### src/rtl/jse_pkg.sv
// ----------------------------------------------------------------------------
// jse_pkg: shared types and constants of the JSON structure emitter
// Transfer structs, controller/datapath command and status, phase codes,
// opcodes, status codes and the byte tables for brackets and literals.
// ----------------------------------------------------------------------------
`timescale 1ns / 1ps

package jse_pkg;

    localparam int RESULT_LIMIT = 35;
    localparam int INDENT_CAP   = (RESULT_LIMIT - 7) / 2;

    localparam logic [3:0] OP_OPEN_OBJ    = 4'd0;
    localparam logic [3:0] OP_OPEN_ARR    = 4'd1;
    localparam logic [3:0] OP_CLOSE_ANY   = 4'd2;
    localparam logic [3:0] OP_CLOSE_ARR   = 4'd3;
    localparam logic [3:0] OP_CLOSE_OBJ   = 4'd4;
    localparam logic [3:0] OP_NULL        = 4'd5;
    localparam logic [3:0] OP_TRUE        = 4'd6;
    localparam logic [3:0] OP_FALSE       = 4'd7;
    localparam logic [3:0] OP_BEGIN_VALUE = 4'd8;
    localparam logic [3:0] OP_BEGIN_KEY   = 4'd9;
    localparam logic [3:0] OP_CONTENT     = 4'd10;

    localparam logic [1:0] STAT_OK          = 2'd0;
    localparam logic [1:0] STAT_INVALID_END = 2'd1;
    localparam logic [1:0] STAT_TOO_DEEP    = 2'd2;

    localparam logic [7:0] CH_COLON  = 8'h3A;
    localparam logic [7:0] CH_SPACE  = 8'h20;
    localparam logic [7:0] CH_COMMA  = 8'h2C;
    localparam logic [7:0] CH_NL     = 8'h0A;
    localparam logic [7:0] CH_LBRACE = 8'h7B;
    localparam logic [7:0] CH_RBRACE = 8'h7D;
    localparam logic [7:0] CH_LBRACK = 8'h5B;
    localparam logic [7:0] CH_RBRACK = 8'h5D;

    localparam logic [31:0] TXT_NULL  = "null";
    localparam logic [31:0] TXT_TRUE  = "true";
    localparam logic [39:0] TXT_FALSE = "false";

    typedef enum logic [3:0] {
        PH_IDLE   = 4'd0,
        PH_ERR    = 4'd1,
        PH_COLON  = 4'd2,
        PH_SPACE  = 4'd3,
        PH_COMMA  = 4'd4,
        PH_NL     = 4'd5,
        PH_INDENT = 4'd6,
        PH_BODY   = 4'd7,
        PH_TRAIL  = 4'd8
    } t_phase;

    localparam int NUM_PHASES = 9;

    typedef enum logic [2:0] {
        BODY_LBRACE,
        BODY_LBRACK,
        BODY_RBRACE,
        BODY_RBRACK,
        BODY_NULL,
        BODY_TRUE,
        BODY_FALSE,
        BODY_TEXT
    } t_body;

    typedef struct packed {
        logic [3:0] opcode;
        logic [7:0] text_byte;
    } t_in_item;

    typedef struct packed {
        logic [7:0] out_byte;
        logic       byte_valid;
        logic [1:0] status;
        logic       last;
    } t_out_item;

    typedef struct packed {
        logic   accept;
        logic   emit;
        logic   last;
        t_phase phase;
    } t_ctrl_cmd;

    typedef struct packed {
        logic [NUM_PHASES-1:0] plan_in;
        logic [NUM_PHASES-1:0] plan;
        logic                  indent_done;
        logic                  body_done;
        logic                  out_free;
    } t_dp_status;

    function automatic logic [2:0] body_len(input t_body kind);
        logic [2:0] len;
        case (kind)
            BODY_NULL:  len = 3'd4;
            BODY_TRUE:  len = 3'd4;
            BODY_FALSE: len = 3'd5;
            default:    len = 3'd1;
        endcase
        return len;
    endfunction

    function automatic logic [7:0] text4_char(input logic [31:0] txt, input logic [2:0] idx);
        logic [7:0] ch;
        case (idx)
            3'd0:    ch = txt[31:24];
            3'd1:    ch = txt[23:16];
            3'd2:    ch = txt[15:8];
            3'd3:    ch = txt[7:0];
            default: ch = 8'h00;
        endcase
        return ch;
    endfunction

    function automatic logic [7:0] text5_char(input logic [39:0] txt, input logic [2:0] idx);
        logic [7:0] ch;
        case (idx)
            3'd0:    ch = txt[39:32];
            3'd1:    ch = txt[31:24];
            3'd2:    ch = txt[23:16];
            3'd3:    ch = txt[15:8];
            3'd4:    ch = txt[7:0];
            default: ch = 8'h00;
        endcase
        return ch;
    endfunction

    function automatic logic [7:0] body_char(input t_body kind, input logic [2:0] idx,
                                             input logic [7:0] text);
        logic [7:0] ch;
        case (kind)
            BODY_LBRACE: ch = CH_LBRACE;
            BODY_LBRACK: ch = CH_LBRACK;
            BODY_RBRACE: ch = CH_RBRACE;
            BODY_RBRACK: ch = CH_RBRACK;
            BODY_NULL:   ch = text4_char(TXT_NULL, idx);
            BODY_TRUE:   ch = text4_char(TXT_TRUE, idx);
            BODY_FALSE:  ch = text5_char(TXT_FALSE, idx);
            default:     ch = text;
        endcase
        return ch;
    endfunction

endpackage

### src/rtl/jse_ctrl.sv
// ----------------------------------------------------------------------------
// jse_ctrl: emitter sequencer
// Steps through the planned phases of one item (error, colon, space, comma,
// newline, indentation, body, trailing newline), one output byte per cycle while the output is not stalled.
// ----------------------------------------------------------------------------
`timescale 1ns / 1ps

module jse_ctrl (
    input  logic                i_clk,
    input  logic                i_rst_n,
    input  logic                i_in_valid,
    input  jse_pkg::t_dp_status i_status,
    output jse_pkg::t_ctrl_cmd  o_cmd
);
    import jse_pkg::*;

    t_phase r_phase;
    t_phase n_phase;
    t_phase w_step_next;

    function automatic t_phase next_planned(input logic [NUM_PHASES-1:0] plan,
                                            input t_phase cur);
        t_phase res;
        res = PH_IDLE;
        for (int i = NUM_PHASES - 1; i > 0; i--) begin
            if (i > int'(cur) && plan[i]) begin
                res = t_phase'(4'(i));
            end
        end
        return res;
    endfunction

    always_comb begin
        case (r_phase)
            PH_INDENT: begin
                w_step_next = i_status.indent_done ? next_planned(i_status.plan, r_phase)
                                                   : PH_INDENT;
            end
            PH_BODY: begin
                w_step_next = i_status.body_done ? next_planned(i_status.plan, r_phase)
                                                 : PH_BODY;
            end
            default: begin
                w_step_next = next_planned(i_status.plan, r_phase);
            end
        endcase
    end

    always_comb begin
        n_phase = r_phase;
        case (r_phase)
            PH_IDLE: begin
                if (i_in_valid) begin
                    n_phase = next_planned(i_status.plan_in, PH_IDLE);
                end
            end
            default: begin
                if (i_status.out_free) begin
                    n_phase = w_step_next;
                end
            end
        endcase
    end

    always_comb begin
        o_cmd.phase  = r_phase;
        o_cmd.accept = (r_phase == PH_IDLE) && i_in_valid;
        o_cmd.emit   = (r_phase != PH_IDLE) && i_status.out_free;
        o_cmd.last   = (w_step_next == PH_IDLE);
    end

    always_ff @(posedge i_clk) begin
        if (!i_rst_n) begin
            r_phase <= PH_IDLE;
        end else begin
            r_phase <= n_phase;
        end
    end

endmodule

### src/rtl/jse_dpath.sv
// ----------------------------------------------------------------------------
// jse_dpath: emitter datapath
// Nesting stack, key and start flags, mode register, per-item plan, indent
// and body counters, and the output register with its stall handling.
// ----------------------------------------------------------------------------
`timescale 1ns / 1ps

module jse_dpath #(
    parameter int MAX_DEPTH = 16
) (
    input  logic                i_clk,
    input  logic                i_rst_n,
    input  logic                i_cfg_valid,
    input  logic                i_cfg_data,
    input  jse_pkg::t_in_item   i_in_item,
    input  logic                i_out_stall,
    input  jse_pkg::t_ctrl_cmd  i_cmd,
    output jse_pkg::t_dp_status o_status,
    output logic                o_out_valid,
    output jse_pkg::t_out_item  o_out_item
);
    import jse_pkg::*;

    localparam int AW   = $clog2(MAX_DEPTH);
    localparam int NLEV = 2 ** AW;
    localparam logic [AW-1:0] DEPTH_LIMIT = AW'(MAX_DEPTH - 1);
    localparam logic [AW-1:0] DEPTH_ONE   = AW'(1);

    logic            r_compact;
    logic [AW-1:0]   r_depth;
    logic            r_key_pending;
    logic            r_started;
    logic            r_is_obj   [NLEV];
    logic            r_nonempty [NLEV];

    logic [NUM_PHASES-1:0] r_plan;
    logic [1:0]            r_err_code;
    logic [4:0]            r_ind_cnt;
    t_body                 r_body_kind;
    logic [2:0]            r_body_idx;
    logic [2:0]            r_body_len;
    logic [7:0]            r_text;
    logic                  r_out_valid;
    t_out_item             r_out_item;

    logic [AW-1:0]   n_depth;
    logic            n_key_pending;
    logic            n_started;
    logic            n_out_valid;
    t_out_item       n_out_item;

    logic [3:0]      w_op;
    logic [AW-1:0]   w_lvl;
    logic            w_top_obj;
    logic            w_top_ne;
    logic            w_at_root;
    logic            w_is_open;
    logic            w_is_close;
    logic            w_is_lit;
    logic            w_is_sep;
    logic            w_is_content;
    logic            w_err_deep;
    logic            w_err_end;
    logic            w_use_sep;
    logic            w_pretty_sep;
    logic            w_mark_level;
    logic [AW-1:0]   w_sep_depth;
    logic [4:0]      w_sep5;
    logic [3:0]      w_ind_units;
    logic [NUM_PHASES-1:0] w_plan;
    t_body           w_body_kind;
    logic            w_open_ok;
    logic            w_close_ok;

    assign w_op         = i_in_item.opcode;
    assign w_lvl        = r_depth - DEPTH_ONE;
    assign w_top_obj    = r_is_obj[w_lvl];
    assign w_top_ne     = r_nonempty[w_lvl];
    assign w_at_root    = (r_depth == '0);
    assign w_is_open    = (w_op == OP_OPEN_OBJ) || (w_op == OP_OPEN_ARR);
    assign w_is_close   = (w_op == OP_CLOSE_ANY) || (w_op == OP_CLOSE_ARR) ||
                          (w_op == OP_CLOSE_OBJ);
    assign w_is_lit     = (w_op == OP_NULL) || (w_op == OP_TRUE) || (w_op == OP_FALSE);
    assign w_is_sep     = w_is_lit || (w_op == OP_BEGIN_VALUE) || (w_op == OP_BEGIN_KEY);
    assign w_is_content = (w_op == OP_CONTENT);

    assign w_err_deep   = w_is_open && (r_depth >= DEPTH_LIMIT);
    assign w_err_end    = w_is_close && (w_at_root ||
                          ((w_op == OP_CLOSE_ARR) && w_top_obj) ||
                          ((w_op == OP_CLOSE_OBJ) && !w_top_obj));
    assign w_open_ok    = w_is_open && !w_err_deep;
    assign w_close_ok   = w_is_close && !w_err_end;
    assign w_use_sep    = w_open_ok || w_close_ok || w_is_sep;
    assign w_pretty_sep = w_use_sep && !r_key_pending && !r_compact;
    assign w_mark_level = (w_open_ok || w_is_sep) && !r_key_pending && !w_at_root;

    assign w_sep_depth  = w_is_close ? w_lvl : r_depth;
    assign w_sep5       = 5'(w_sep_depth);
    assign w_ind_units  = (w_sep5 > 5'(INDENT_CAP)) ? 4'(INDENT_CAP) : w_sep5[3:0];

    always_comb begin
        w_plan                   = '0;
        w_plan[int'(PH_ERR)]     = w_err_deep || w_err_end;
        w_plan[int'(PH_COLON)]   = w_use_sep && r_key_pending;
        w_plan[int'(PH_SPACE)]   = w_use_sep && r_key_pending && !r_compact;
        w_plan[int'(PH_COMMA)]   = w_use_sep && !r_key_pending && !w_is_close &&
                                   !w_at_root && w_top_ne;
        w_plan[int'(PH_NL)]      = w_pretty_sep && r_started;
        w_plan[int'(PH_INDENT)]  = w_pretty_sep && (w_ind_units != 4'd0);
        w_plan[int'(PH_BODY)]    = w_open_ok || w_close_ok || w_is_lit || w_is_content;
        w_plan[int'(PH_TRAIL)]   = w_close_ok && (r_depth == DEPTH_ONE) && r_started;
    end

    always_comb begin
        case (w_op)
            OP_OPEN_OBJ:  w_body_kind = BODY_LBRACE;
            OP_OPEN_ARR:  w_body_kind = BODY_LBRACK;
            OP_CLOSE_ANY: w_body_kind = w_top_obj ? BODY_RBRACE : BODY_RBRACK;
            OP_CLOSE_ARR: w_body_kind = w_top_obj ? BODY_RBRACE : BODY_RBRACK;
            OP_CLOSE_OBJ: w_body_kind = w_top_obj ? BODY_RBRACE : BODY_RBRACK;
            OP_NULL:      w_body_kind = BODY_NULL;
            OP_TRUE:      w_body_kind = BODY_TRUE;
            OP_FALSE:     w_body_kind = BODY_FALSE;
            default:      w_body_kind = BODY_TEXT;
        endcase
    end

    always_comb begin
        n_depth       = r_depth;
        n_key_pending = r_key_pending;
        n_started     = r_started;
        if (i_cmd.accept) begin
            if (w_open_ok) begin
                n_depth       = r_depth + DEPTH_ONE;
                n_key_pending = 1'b0;
                n_started     = 1'b1;
            end else if (w_close_ok) begin
                n_depth       = w_lvl;
                n_key_pending = 1'b0;
            end else if (w_is_sep) begin
                n_key_pending = (w_op == OP_BEGIN_KEY);
            end
        end
    end

    always_ff @(posedge i_clk) begin
        if (i_cmd.accept && w_mark_level) begin
            r_nonempty[w_lvl] <= 1'b1;
        end
        if (i_cmd.accept && w_open_ok) begin
            r_is_obj[r_depth]   <= (w_op == OP_OPEN_OBJ);
            r_nonempty[r_depth] <= 1'b0;
        end
    end

    always_ff @(posedge i_clk) begin
        if (i_cmd.accept) begin
            r_plan      <= w_plan;
            r_err_code  <= w_err_deep ? STAT_TOO_DEEP : STAT_INVALID_END;
            r_ind_cnt   <= {w_ind_units, 1'b0};
            r_body_kind <= w_body_kind;
            r_body_idx  <= 3'd0;
            r_body_len  <= body_len(w_body_kind);
            r_text      <= i_in_item.text_byte;
        end else if (i_cmd.emit) begin
            if (i_cmd.phase == PH_INDENT) begin
                r_ind_cnt <= r_ind_cnt - 5'd1;
            end
            if (i_cmd.phase == PH_BODY) begin
                r_body_idx <= r_body_idx + 3'd1;
            end
        end
    end

    always_comb begin
        n_out_item.byte_valid = 1'b1;
        n_out_item.status     = STAT_OK;
        n_out_item.last       = i_cmd.last;
        case (i_cmd.phase)
            PH_ERR: begin
                n_out_item.out_byte   = 8'h00;
                n_out_item.byte_valid = 1'b0;
                n_out_item.status     = r_err_code;
            end
            PH_COLON:  n_out_item.out_byte = CH_COLON;
            PH_SPACE:  n_out_item.out_byte = CH_SPACE;
            PH_COMMA:  n_out_item.out_byte = CH_COMMA;
            PH_NL:     n_out_item.out_byte = CH_NL;
            PH_INDENT: n_out_item.out_byte = CH_SPACE;
            PH_BODY:   n_out_item.out_byte = body_char(r_body_kind, r_body_idx, r_text);
            PH_TRAIL:  n_out_item.out_byte = CH_NL;
            default: begin
                n_out_item.out_byte   = 8'h00;
                n_out_item.byte_valid = 1'b0;
            end
        endcase
    end

    assign n_out_valid = i_cmd.emit || (r_out_valid && i_out_stall);

    always_ff @(posedge i_clk) begin
        if (i_cmd.emit) begin
            r_out_item <= n_out_item;
        end
    end

    always_ff @(posedge i_clk) begin
        if (!i_rst_n) begin
            r_compact     <= 1'b0;
            r_depth       <= '0;
            r_key_pending <= 1'b0;
            r_started     <= 1'b0;
            r_out_valid   <= 1'b0;
        end else begin
            if (i_cfg_valid) begin
                r_compact <= i_cfg_data;
            end
            r_depth       <= n_depth;
            r_key_pending <= n_key_pending;
            r_started     <= n_started;
            r_out_valid   <= n_out_valid;
        end
    end

    assign o_status.plan_in     = w_plan;
    assign o_status.plan        = r_plan;
    assign o_status.indent_done = (r_ind_cnt == 5'd1);
    assign o_status.body_done   = (r_body_idx == (r_body_len - 3'd1));
    assign o_status.out_free    = !r_out_valid || !i_out_stall;

    assign o_out_valid = r_out_valid;
    assign o_out_item  = r_out_item;

endmodule

### src/rtl/json_structure_emitter.sv
// ----------------------------------------------------------------------------
// json_structure_emitter: JSON structure token to text byte emitter
// Timing: an item is taken while the sequencer is idle; its first result is
// registered from its first planned phase. An item with no result stalls nothing.
// Throughput: one output byte per cycle unless the output stalls, set by the emit
// sequencer; the input stalls until an item's last result is emitted.
// Reset (synchronous, active low) clears depth, flags, mode and output valid.
// ----------------------------------------------------------------------------
`timescale 1ns / 1ps

module json_structure_emitter #(
    parameter int MAX_DEPTH = 16
) (
    input  logic               i_clk,
    input  logic               i_rst_n,
    input  logic               i_cfg_valid,
    output logic               o_cfg_ready,
    input  logic               i_cfg_data,
    input  logic               i_in_valid,
    output logic               o_in_stall,
    input  jse_pkg::t_in_item  i_in_item,
    output logic               o_out_valid,
    input  logic               i_out_stall,
    output jse_pkg::t_out_item o_out_item
);
    import jse_pkg::*;

    t_ctrl_cmd  w_cmd;
    t_dp_status w_status;

    jse_ctrl u_ctrl (
        .i_clk      (i_clk),
        .i_rst_n    (i_rst_n),
        .i_in_valid (i_in_valid),
        .i_status   (w_status),
        .o_cmd      (w_cmd)
    );

    jse_dpath #(
        .MAX_DEPTH (MAX_DEPTH)
    ) u_dpath (
        .i_clk       (i_clk),
        .i_rst_n     (i_rst_n),
        .i_cfg_valid (i_cfg_valid),
        .i_cfg_data  (i_cfg_data),
        .i_in_item   (i_in_item),
        .i_out_stall (i_out_stall),
        .i_cmd       (w_cmd),
        .o_status    (w_status),
        .o_out_valid (o_out_valid),
        .o_out_item  (o_out_item)
    );

    assign o_cfg_ready = 1'b1;
    assign o_in_stall  = (w_cmd.phase != PH_IDLE);

endmodule

### config.mk
export PLATFORM = sky130hd
export DESIGN_NAME = json_structure_emitter
export DESIGN_NICKNAME = d
export VERILOG_FILES = /design/src/rtl/jse_pkg.sv /design/src/rtl/jse_ctrl.sv /design/src/rtl/jse_dpath.sv /design/src/rtl/json_structure_emitter.sv
export SDC_FILE = /design/constraint.sdc
export NUM_CORES = 1
export LEC_CHECK = 0
export BUFFER_PORTS_ARGS = -buffer_cell sky130_fd_sc_hd__buf_2
export CAP_MARGIN = 20
export CORE_ASPECT_RATIO = 1.25
export CORE_MARGIN = 5
export CORE_UTILIZATION = 65
export CTS_CLUSTER_SIZE = 10
export DETAILED_ROUTE_END_ITERATION = 8
export PLACE_DENSITY_LB_ADDON = 0.05
export SETUP_SLACK_MARGIN = 0.3
export SLEW_MARGIN = 20
export SYNTH_ARGS = -nofsm -noshare
export SYNTH_HDL_FRONTEND = slang
export SYNTH_SLANG_ARGS = --single-unit
### constraint.sdc
create_clock -name i_clk -period 11.5 [get_ports i_clk]
set_clock_uncertainty 0.15 [all_clocks]
set_input_delay 1.15 -clock i_clk [delete_from_list [all_inputs] [get_ports i_clk]]
set_output_delay 1.15 -clock i_clk [all_outputs]
set_load 0.05 [all_outputs]
==> summary.txt <==
Placed design
  – Place WS: 7.093 ns
  – Post-placement cell area: 5025 um^2
  – Cell total after placement: 602
  – Routability cong.: 0.9187
  – Number of port buffers: 31
  – HPWL after detailed placement: 8352 um

Timing
  – Setup TNS: 0 ns
  – RSZ-0062 raised after global routing: no
  – Endpoints failing setup: 0
  – Period utilization: 0.3900
  – Worst Slack Setup Final: 7.015 ns
  – Max-slew headroom: 0.3572
  – Period minus WS final: 4.485 ns
  – Worst Max-Slew Pin Slew: 0.9629 ns
  – Endpoints failing hold: 0
  – Slew Viols, Final: 0
  – Hold_ws: 0.2904 ns
  – FMAX: 223.0 MHz

Synthesis
  – Sequential-to-total area share from yosys stat: 0.4747
  – Mux cell area share after synthesis: 0.05986
  – Net Count, Synth: 531
  – Synthesized area: 4828 um^2
  – EDFF count, synth: 55
  – Simple logic cell fraction of the synthesized area: 0.2003
  – Compound-cell area share of the yosys netlist: 0.1671
  – Gate Count Post-Synth: 499
  – Library cells used by synthesis: 60
  – Prevailing post-synth register cell: edfxtp_1
  – Largest family of logic cells by synthesized area: simple AND/OR/NAND/NOR gates
  – Synth warn: 0
  – Adder-Cell Fraction of Synth Area: 0.03628
  – Post-synth ARST share: 0
  – #FFs+latches synth: 87
  – XOR/XNOR Fraction of Synth Area: 0.02177
  – Syn_area_per_cell: 9.676 um^2

Cells and area
  – Nets: 554
  – Inserted Diodes: 0
  – Syn-to-layout area delta: 8.422%
  – Finished Layout Cells: 619
  – Commonest cells after routing, fill and taps aside: 69 x nor2_1, 55 x edfxtp_1, 44 x a21oi_1
  – Final Core Density: 0.7158
  – Fillers: 561
  – Commonest non-fill, non-tap cell in the layout: nor2_1
  – Share of layout cells above drive strength 1: 0.1366
  – Fin area: 5235 um^2

Die
  – Ports: 33
  – Die footprint: 9263 um^2
  – Die H: 106.4 um
  – Row count: 35
  – Core ar.: 7313 um^2
  – Initial Util: 0.6602
  – DIE WIDTH: 87.09 um

Detailed routing
  – DR iter-0 viols: 233
  – Post-route ant nets: 0
  – Vias per cell: 6.223
  – Total wire length: 11,170 um
  – Routed WL per cell: 18.05 um
  – Vias: 3,852
  – TritonRoute pass-1 iters: 8
  – DRC Markers: 0

Pwr
  – Combinational Power Share: 0.372
  – Cell area power density: 204.8 nW/um^2
  – Clock network power share: 0.198
  – P_int: 0.6400 mW
  – Switching share of power: 0.4030
  – Switch Pwr: 0.4321 mW
  – Maximum vdd drop: 0.1290 mV
  – Design Power: 1.072 mW
  – Leak: 1.966 nW
  – Sequential power share: 0.430

Clock network
  – CTS resizes: 0
  – Clk_lat worst skew: 0.36 ns
  – Clk root buf: clkbuf_8
  – Sink Count: 87
  – TritonCTS clock tree: built
  – Setup repair bufs after CTS: 0
  – Clk slew on worst S/H paths: 0.09 ns
  – Cts bufs inserted: 9
  – Hold buffers post-CTS: 0
  – Clock Path Buffers: 2
  – H-tree depth: 3

Global route
  – Total track usage: 0.2483
  – Grt ovf: 0
  – Vias in the first global route: 3,672
  – Initial antenna violation count: 0
  – Largest net degree at the start of global routing: 30
  – First-pass GRT wire length: 17,710 um

Run
  – Max Cap Viol: 0

Critical path
  – Critical path data required time: 11.61 ns
  – Setup Crit Path Kind: flop to flop
  – Crit. End Element: flop
  – Crit path arrival time: 4.59 ns
  – Critical Path Source Type: flop
  – Crit path max fanout: 21

Run status
  – Run status: complete, no violations

Min path
  – Worst Hold Class: flop to flop
==> synthesized netlist by cell type, types with 2 or more instances <==
| cell type | count | area, um^2 |
|---|---|---|
| nor4_1 | 6 | 37.54 |
| or3_1 | 3 | 18.77 |
| o22ai_1 | 6 | 37.54 |
| or2_2 | 5 | 31.28 |
| inv_1 | 24 | 90.09 |
| a221o_1 | 2 | 20.02 |
| xnor2_1 | 11 | 96.34 |
| a311oi_1 | 2 | 17.52 |
| edfxtp_1 | 55 | 1652 |
| o311ai_0 | 3 | 26.28 |
| o21bai_1 | 2 | 15.01 |
| o21ai_0 | 19 | 95.09 |
| nor2_1 | 69 | 259.0 |
| a211oi_1 | 6 | 45.04 |
| nand3_1 | 15 | 75.07 |
| and2_1 | 8 | 50.05 |
| o32ai_1 | 2 | 17.52 |
| ha_1 | 14 | 175.2 |
| o2bb2ai_1 | 2 | 17.52 |
| conb_1 | 2 | 7.510 |
| mux2i_1 | 6 | 60.06 |
| o211ai_1 | 5 | 37.54 |
| nand4_1 | 4 | 25.02 |
| nand2_1 | 40 | 150.1 |
| nand2b_1 | 15 | 93.84 |
| mux2_2 | 3 | 33.78 |
| o21a_1 | 3 | 22.52 |
| nor2b_1 | 9 | 56.30 |
| nor3b_1 | 2 | 15.01 |
| a21o_1 | 4 | 30.03 |
| and3_1 | 4 | 25.02 |
| o32ai_2 | 2 | 32.53 |
| clkbuf_1 | 17 | 63.81 |
| a31oi_1 | 3 | 18.77 |
| a31o_2 | 2 | 17.52 |
| mux4_2 | 4 | 90.09 |
| mux4_1 | 4 | 105.1 |
| buf_1 | 2 | 7.510 |
| dfxtp_1 | 32 | 640.6 |
| a21oi_1 | 44 | 220.2 |
| o221ai_1 | 3 | 26.28 |
| a21boi_0 | 3 | 22.52 |
| nor3_1 | 15 | 75.07 |
==> state kept, by name (all words and copies together), names as in the netlist <==
name / cells
u_ctrl.r_phase: 4
u_dpath.o_out_item: 12
u_dpath.o_out_valid: 1
u_dpath.r_body_idx: 3
u_dpath.r_body_kind: 3
u_dpath.r_body_len: 2
u_dpath.r_compact: 1
u_dpath.r_depth: 4
u_dpath.r_err_code: 2
u_dpath.r_ind_cnt: 5
u_dpath.r_is_obj: 16
u_dpath.r_key_pending: 1
u_dpath.r_nonempty: 16
u_dpath.r_plan: 8
u_dpath.r_started: 1
u_dpath.r_text: 8
==> path summary, 6_finish.rpt <==
| path | start | endpoint | slack (ns) | cells after the start |
|---|---|---|---|---|
| min reg2reg | u_dpath.r_nonempty[15] | u_dpath.r_nonempty[15] | 0.29 | 1 |
| max | u_dpath.r_depth[0] | u_ctrl.r_phase[2] | 7.02 | 8 |
| max reg2reg | u_dpath.r_depth[0] | u_ctrl.r_phase[2] | 7.02 | 8 |
| min | u_dpath.r_nonempty[15] | u_dpath.r_nonempty[15] | 0.29 | 1 |
==> cell families after synthesis <==
kind of cell,after synthesis
fa+ha+maj,14
flops,87
xor+xnor,12
compound gates,120
other cells,2
simple gates,201
buf+inv,46
mux,17
==> worst max-delay path, cell delays in order (launching register included) <==
cell	delay, ns
dfxtp_1	0.96
inv_1	0.24
ha_1	0.62
mux4_2	0.36
a21boi_0	0.17
a2111oi_4	0.52
mux2i_1	0.62
a21boi_0	0.33
o41ai_2	0.41
==> power groups by stage <==
stage	Combinational, mW	Sequential [mW]	Clock, mW
finish	0.399	0.461	0.212
global route	0.429	0.470	0.233
CTS	0.393	0.461	0.216
detailed placement	0.392	0.468	0
global placement	0.383	0.466	0
floorplan	0.241	0.523	0
==> layout make-up <==
cell class              instances  area, um^2  share of cell area
inverters                      24       90.09             0.01721
repair buffers                 34       185.2             0.03537
flip-flops and latches         87        2292              0.4379
multi-input cells             366        2357              0.4503
clock buffers                   9       123.9             0.02366
clock inverters                 7       71.32             0.01362
well taps                      92       115.1             0.02199
==> metal layers <==
| metal | up-vias | share of wire | track usage |
|---|---|---|---|
| met1 | 1818 | 0.39 | 0.2893 |
| li1 | 1852 | - | - |
| met5 | - | 0 | 0 |
| met3 | 40 | 0.059 | 0.06279 |
| met2 | 142 | 0.51 | 0.4224 |
| met4 | 0 | 0.040 | 0.1151 |
Note: power is estimated with default switching activity, not from simulation.
